[config.mk]
export PLATFORM = sky130hd
export DESIGN_NAME = stable_priority_ordered_queue
export DESIGN_NICKNAME = d
export VERILOG_FILES = /design/src/hw/rtl/spoq_pkg.sv /design/src/hw/rtl/spoq_cell.sv /design/src/hw/rtl/stable_priority_ordered_queue.sv
export SDC_FILE = /design/constraint.sdc
export NUM_CORES = 2
export LEC_CHECK = 0
export BUFFER_PORTS_ARGS = -buffer_cell sky130_fd_sc_hd__buf_2
export CAP_MARGIN = 20
export CORE_ASPECT_RATIO = 2
export CORE_MARGIN = 4
export CORE_UTILIZATION = 40
export CTS_CLUSTER_DIAMETER = 50
export CTS_CLUSTER_SIZE = 12
export DETAILED_ROUTE_END_ITERATION = 8
export SLEW_MARGIN = 0
export SYNTH_ARGS = -nofsm -noshare
export SYNTH_HDL_FRONTEND = slang
export SYNTH_SLANG_ARGS = --single-unit
[constraint.sdc]
create_clock -name clk_i -period 6.6 [get_ports clk_i]
set_input_delay 0.33 -clock clk_i [delete_from_list [all_inputs] [get_ports clk_i]]
set_output_delay 0.33 -clock clk_i [all_outputs]
set_load 0.03 [all_outputs]
[src/hw/rtl/spoq_pkg.sv]
// Shared types and constants of the stable priority ordered queue.
package spoq_pkg;

  localparam int unsigned Depth     = 16;
  localparam int unsigned PrioBits  = 8;
  localparam int unsigned MaxShown  = 16;

  // Priority bits that are actually kept: the request field is 8 bits wide.
  localparam int unsigned StoreBits = (PrioBits < 8) ? PrioBits : 8;
  localparam int unsigned CntW      = $clog2(Depth + 1);
  localparam int unsigned RotW      = $clog2(Depth);

  typedef enum logic {
    KindInsert  = 1'b0,
    KindDisplay = 1'b1
  } spoq_kind_e;

  typedef enum logic [1:0] {
    StatInserted = 2'd0,
    StatDropped  = 2'd1,
    StatShown    = 2'd2,
    StatEmpty    = 2'd3
  } spoq_status_e;

  typedef enum logic {
    StIdle = 1'b0,
    StShow = 1'b1
  } spoq_state_e;

  typedef struct packed {
    logic               kind;
    logic signed [31:0] value;
    logic        [7:0]  priority_req;
  } spoq_req_t;

  typedef struct packed {
    logic        [1:0]  status;
    logic signed [31:0] value_res;
    logic        [7:0]  priority_res;
    logic        [3:0]  position;
    logic               last;
  } spoq_res_t;

  typedef struct packed {
    logic [31:0]          value;
    logic [StoreBits-1:0] prio;
  } spoq_entry_t;

  typedef struct packed {
    logic insert;
    logic rotate;
  } spoq_ctrl_t;

endpackage

[src/hw/rtl/spoq_cell.sv]
// One storage cell of the queue chain: compare, shift on insert, rotate on display.
module spoq_cell (
  input  logic                 clk_i,
  input  spoq_pkg::spoq_ctrl_t ctrl_i,
  input  logic                 valid_i,
  input  spoq_pkg::spoq_entry_t new_i,
  input  spoq_pkg::spoq_entry_t left_i,
  input  logic                 left_gt_i,
  input  spoq_pkg::spoq_entry_t right_i,
  output spoq_pkg::spoq_entry_t entry_o,
  output logic                 gt_o
);

  spoq_pkg::spoq_entry_t entry_q, entry_d;

  // An empty cell counts as greater, so the first free cell takes a new entry.
  assign gt_o = !valid_i || (entry_q.prio > new_i.prio);

  always_comb begin
    entry_d = entry_q;
    if (ctrl_i.rotate) begin
      entry_d = right_i;
    end else if (ctrl_i.insert) begin
      if (left_gt_i) begin
        entry_d = left_i;
      end else if (gt_o) begin
        entry_d = new_i;
      end
    end
  end

  always_ff @(posedge clk_i) begin
    entry_q <= entry_d;
  end

  assign entry_o = entry_q;

endmodule

[src/hw/rtl/stable_priority_ordered_queue.sv]
// Top level of the stable priority ordered queue built from a chain of cells.
//
// The queue holds up to spoq_pkg::Depth entries sorted by ascending priority,
// first come, first out within one priority. A request is taken when start is
// high and busy is low. On an insert request all cells compare the new
// priority at once, the entries behind the insertion point shift one cell
// toward the tail, and one status result (inserted or dropped because full)
// appears on res_o with done_o high in the next cycle. A display request on
// an empty queue gives one empty status in the next cycle. Otherwise the
// chain rotates toward the head once per cycle for Depth steps, the head
// cell is shown in each of the first min(count, 16) steps, and the entries
// end up back in their places; busy stays high through those steps. Every
// result is on res_o for exactly one cycle and cannot be held off, and the
// final result of a request carries the last flag.
module stable_priority_ordered_queue (
  input  logic                clk_i,
  input  logic                rst_ni,
  input  logic                start,
  output logic                busy,
  input  spoq_pkg::spoq_req_t req_i,
  output logic                done_o,
  output spoq_pkg::spoq_res_t res_o
);

  spoq_pkg::spoq_state_e state_q, state_d;
  logic [spoq_pkg::CntW-1:0] entry_cnt_q, entry_cnt_d;
  logic [spoq_pkg::RotW-1:0] rot_cnt_q, rot_cnt_d;
  logic                      done_q, done_d;
  spoq_pkg::spoq_res_t       res_q, res_d;

  spoq_pkg::spoq_ctrl_t  ctrl;
  spoq_pkg::spoq_entry_t new_entry;
  spoq_pkg::spoq_entry_t entries [spoq_pkg::Depth];
  logic [spoq_pkg::Depth-1:0] gt;
  logic [spoq_pkg::Depth-1:0] valid;

  logic                      accept;
  logic                      full;
  logic [spoq_pkg::CntW-1:0] shown;

  assign accept = start && !busy;
  assign full   = (32'(entry_cnt_q) >= spoq_pkg::Depth);

  // Only the low priority bits that the store keeps take part in ordering.
  assign new_entry.value = req_i.value;
  assign new_entry.prio  = req_i.priority_req[spoq_pkg::StoreBits-1:0];

  // At most MaxShown entries are shown per display request.
  always_comb begin
    if (32'(entry_cnt_q) < spoq_pkg::MaxShown) begin
      shown = entry_cnt_q;
    end else begin
      shown = spoq_pkg::CntW'(spoq_pkg::MaxShown);
    end
  end

  // The chain itself: each cell sees its left neighbor for an insert shift and
  // its right neighbor for the display rotation; the tail wraps to the head.
  for (genvar i = 0; i < spoq_pkg::Depth; i++) begin : g_cell
    logic                  left_gt;
    spoq_pkg::spoq_entry_t left_entry;
    spoq_pkg::spoq_entry_t right_entry;

    assign valid[i] = (i < 32'(entry_cnt_q));

    if (i == 0) begin : g_head
      assign left_gt    = 1'b0;
      assign left_entry = new_entry;
    end else begin : g_body
      assign left_gt    = gt[i-1];
      assign left_entry = entries[i-1];
    end

    if (i == spoq_pkg::Depth - 1) begin : g_tail
      assign right_entry = entries[0];
    end else begin : g_inner
      assign right_entry = entries[i+1];
    end

    spoq_cell u_cell (
      .clk_i    (clk_i),
      .ctrl_i   (ctrl),
      .valid_i  (valid[i]),
      .new_i    (new_entry),
      .left_i   (left_entry),
      .left_gt_i(left_gt),
      .right_i  (right_entry),
      .entry_o  (entries[i]),
      .gt_o     (gt[i])
    );
  end

  // Next state.
  always_comb begin
    state_d = state_q;
    case (state_q)
      spoq_pkg::StIdle: begin
        if (accept && req_i.kind == spoq_pkg::KindDisplay && entry_cnt_q != '0) begin
          state_d = spoq_pkg::StShow;
        end
      end
      spoq_pkg::StShow: begin
        if (rot_cnt_q == spoq_pkg::RotW'(spoq_pkg::Depth - 1)) begin
          state_d = spoq_pkg::StIdle;
        end
      end
      default: state_d = spoq_pkg::StIdle;
    endcase
  end

  // Outputs of the state machine: cell controls, counters and the next result.
  always_comb begin
    ctrl        = '0;
    entry_cnt_d = entry_cnt_q;
    rot_cnt_d   = '0;
    done_d      = 1'b0;
    res_d       = '0;
    busy        = 1'b0;
    case (state_q)
      spoq_pkg::StIdle: begin
        if (accept) begin
          done_d     = 1'b1;
          res_d.last = 1'b1;
          if (req_i.kind == spoq_pkg::KindInsert) begin
            if (full) begin
              res_d.status = spoq_pkg::StatDropped;
            end else begin
              ctrl.insert  = 1'b1;
              entry_cnt_d  = entry_cnt_q + 1'b1;
              res_d.status = spoq_pkg::StatInserted;
            end
          end else if (entry_cnt_q == '0) begin
            res_d.status = spoq_pkg::StatEmpty;
          end else begin
            // The display results start in the show state.
            done_d     = 1'b0;
            res_d.last = 1'b0;
          end
        end
      end
      spoq_pkg::StShow: begin
        busy        = 1'b1;
        ctrl.rotate = 1'b1;
        // The counter returns to zero after the final rotation step.
        if (rot_cnt_q != spoq_pkg::RotW'(spoq_pkg::Depth - 1)) begin
          rot_cnt_d = rot_cnt_q + 1'b1;
        end
        if (32'(rot_cnt_q) < 32'(shown)) begin
          done_d             = 1'b1;
          res_d.status       = spoq_pkg::StatShown;
          res_d.value_res    = entries[0].value;
          res_d.priority_res = 8'(entries[0].prio);
          res_d.position     = 4'(rot_cnt_q);
          res_d.last         = (32'(rot_cnt_q) + 32'd1 == 32'(shown));
        end
      end
      default: begin
        busy = 1'b0;
      end
    endcase
  end

  always_ff @(posedge clk_i or negedge rst_ni) begin
    if (!rst_ni) begin
      state_q     <= spoq_pkg::StIdle;
      entry_cnt_q <= '0;
      rot_cnt_q   <= '0;
      done_q      <= 1'b0;
    end else begin
      state_q     <= state_d;
      entry_cnt_q <= entry_cnt_d;
      rot_cnt_q   <= rot_cnt_d;
      done_q      <= done_d;
    end
  end

  always_ff @(posedge clk_i) begin
    res_q <= res_d;
  end

  assign done_o = done_q;
  assign res_o  = res_q;

  // The fill count never passes the number of cells.
  a_cnt_bound: assert property (@(posedge clk_i) disable iff (!rst_ni)
    32'(entry_cnt_q) <= spoq_pkg::Depth)
    else $error("entry count exceeds depth");

  // An insert into a queue with room grows the count by exactly one.
  a_insert_grows: assert property (@(posedge clk_i) disable iff (!rst_ni)
    (accept && req_i.kind == spoq_pkg::KindInsert && !full)
    |=> entry_cnt_q == $past(entry_cnt_q) + 1'b1)
    else $error("insert did not grow the count");

  // An insert status only follows an accepted insert request.
  a_status_cause: assert property (@(posedge clk_i) disable iff (!rst_ni)
    (done_o && (res_o.status == spoq_pkg::StatInserted ||
                res_o.status == spoq_pkg::StatDropped))
    |-> $past(accept) && $past(req_i.kind) == spoq_pkg::KindInsert)
    else $error("insert status without an insert request");

  // The rotation counter is at rest whenever the block is free.
  a_rot_idle: assert property (@(posedge clk_i) disable iff (!rst_ni)
    !busy |-> rot_cnt_q == '0)
    else $error("rotation counter not at rest while idle");

endmodule
==> results.cfg <==
[clock_network]
htree_levels = 3
tritoncts = done
clkTransAtPathRegs_ns = 0.07
clkLatencyLatePin_ns = 0.68
cts_setup_buffers = 0
clockBufferDepth = 3
ctsResizeCount = 0
cts_buffers = 68
cts_num_sinks = 698
holdBufCountCts = 2
cts_root_buffer = clkbuf_16

[power_and_ir_drop]
p_per_area_mw_per_mm2 = 662
finalPower_mw = 32.1
irDropWorstVdd_uv = 386
p_leak_nw = 16.8

[logic_synthesis]
ys_seq_area_share_pct = 45.7
synth_area_mm2 = 0.0447
async_flop_share_pct = 1.58
ys_ff_latch = 698
synth_nets = 5221
ys_types = 61
ys_warn_count = 0
ys.flop_type = edfxtp_1
synthCells = 5050
postSynthAreaPerCell_um2 = 8.86
synth_edf_count = 640

[setup_path]
startpoint_type = flip-flop
cp.arrival_ns = 4.71
startpoint = state_q
path_class = reg2reg
cp-end-kind = flip-flop
r2r-end = g_cell[14].u_cell.entry_o[2]
r2r_start = state_q
required_ns = 6.93
path_max_fanout = 97
reg2reg_depth = 7
ff2ff_setup_slack_ns = 2.22

[sta]
max_freq_mhz = 228
finClkSkew_ns = 0.0235
fin_crit_sh_pct = 66.4
setup_violations = 0
finalMaxSlewViolations = 0
finalHoldViolCount = 0
slew_headroom_pct = 23.5
rsz0062_at_grt = no
setup_slack_ns = 2.22
whs_ns = 0.0585
setup_tns_ns = 0
fin_crit_ns = 4.38
tightest_slew_ns = 1.14

[route]
vias_per_cell = 6.68
drc_errors = 0
dr.pass1.iters = 6
num_vias = 42000
drt_wl_total_um = 178000
detail-route-antenna-nets = 0
drtIter0Drc = 5884
wl_per_cell_um = 28.3

[flow_run]
max_cap_viol_count = 0

[final_layout]
layout_common_cells = nand3_1 (722), edfxtp_1 (640), nor2_1 (598)
drive_above_1_share_pct = 7.62
final_common_cell = nand3_1
final_area_mm2 = 0.0485
syn2layout_area_growth_pct = 8.35
fin_nets = 4926

[placed_design]
dpl-instance-area_mm2 = 0.0465
dp_slack_ns = 2.25
post-dp-hpwl_um = 117000
place_congestion = 0.918
place.port_buffers = 92

[global_route]
top_usage_layer = met2
grt_max_degree = 254
use_met2_pct = 47.4
antenna_found_initial = 4
grt_pass1_vias = 38800
grt_use_met3_pct = 4.70
gr-usage-met1_pct = 35.5
gr-total-overflow = 0
grt_pass1_wl_um = 259000
groute.usage.overall_pct = 28.7

[floorplan]
core-area_mm2 = 0.111
ioPinCount = 93
die_w_um = 244
die_y_um = 481
num_rows = 173
start_util_pct = 40.3
dieArea_mm2 = 0.118

[outcome]
status = finished clean

[worst_hold_path]
hp-class = in2async
sequential cells by signal, summed over array words and instances (netlist names):
signal,flops
g_cell.u_cell.entry_o,640
entry_cnt_q,5
rot_cnt_q,4
done_o,1
res_o,47
state_q,1
per-stage QoR:
stage	utilization, %	cells
2_1_floorplan	-	5050
3_3_place_gp	41.9	6169
3_5_place_dp	41.9	6170
4_1_cts	43.7	6279
5_1_grt	43.7	6280
6_report	43.7	6280
where the power goes:
group	internal, mW	switching (mW)
Combinational	5.11	11.9
Clock	1.98	1.83
Sequential	8.79	2.43
Total	15.9	16.2
cell families after synthesis:
group                      after synthesis  synth area share (%)
and+or+nand+nor                       2239                  25.4
AOI/OAI and AO/OA                     1343                  19.6
DFF                                    698                  45.7
buffers and inverters                  634                  5.54
adders and majority gates              127                  3.55
xor gates and xnor gates                 7                 0.137
muxes                                    2                0.0447
routing by layer:
metal / vias to the layer above / wire, um
met4: 0 / 11900
li1: 18300 / -
met1: 20300 / 65300
met5: - / 0
met2: 2839 / 84000
met3: 549 / 16500
synthesized netlist by cell type (3+ instances only):
library cell / number / area share, %
a31oi_1: 213 / 3.0
nor3_1: 8 / 0.089
and2_1: 92 / 1.3
buf_1: 10 / 0.084
buf_2: 44 / 0.49
a21o_1: 3 / 0.050
dfxtp_1: 47 / 2.1
edfxtp_1: 640 / 43
xor2_1: 3 / 0.059
nand3_1: 722 / 8.1
o21ai_0: 423 / 4.7
buf_4: 3 / 0.050
clkbuf_1: 504 / 4.2
nor2b_1: 372 / 5.2
or2_2: 3 / 0.042
nor2_1: 600 / 5.0
dfrtp_1: 11 / 0.62
xnor2_1: 4 / 0.078
o31a_1: 9 / 0.18
buf_6: 4 / 0.10
ha_1: 127 / 3.6
o21ai_1: 13 / 0.15
nand2_1: 178 / 1.5
a22oi_1: 360 / 6.0
nor4b_1: 39 / 0.76
nand4_1: 178 / 2.5
inv_1: 68 / 0.57
a221o_1: 39 / 0.87
nand4bb_1: 9 / 0.23
o31ai_1: 170 / 2.9
o211ai_1: 45 / 0.76
nor4bb_1: 10 / 0.22
nand2b_1: 4 / 0.056
a211oi_1: 15 / 0.25
a21oi_1: 33 / 0.37
and4_1: 11 / 0.22
a211o_1: 4 / 0.078
area by class of cell:
type,instances,area [um2]
Clock inverter,6,58.8
Multi-Input combinational cell,3718,22600
Tap cell,1487,1860
Fill cell,10600,62600
Antenna cell,1,2.50
Sequential cell,698,20400
Clock buffer,101,1890
Inverter,68,263
Timing Repair Buffer,201,1360
critical path: stages, from the launching register on:
cell and delay (ns):
dfrtp_4 0.76, inv_8 0.55, nand2_1 0.22, nor3_2 0.69, nor2_2 0.04, buf_4 0.30, a41oi_4 0.86, buf_4 0.48
how the worst max path moves through the flow:
stage / end / depth (start not counted)
floorplan: g_cell[0].u_cell.entry_o[0] / 8
global placement: g_cell[12].u_cell.entry_o[2] / 9
detailed placement: g_cell[12].u_cell.entry_o[4] / 10
CTS: g_cell[14].u_cell.entry_o[2] / 7
global route: g_cell[14].u_cell.entry_o[2] / 7
finish: g_cell[14].u_cell.entry_o[2] / 7
(Power assumes the default switching activity.)
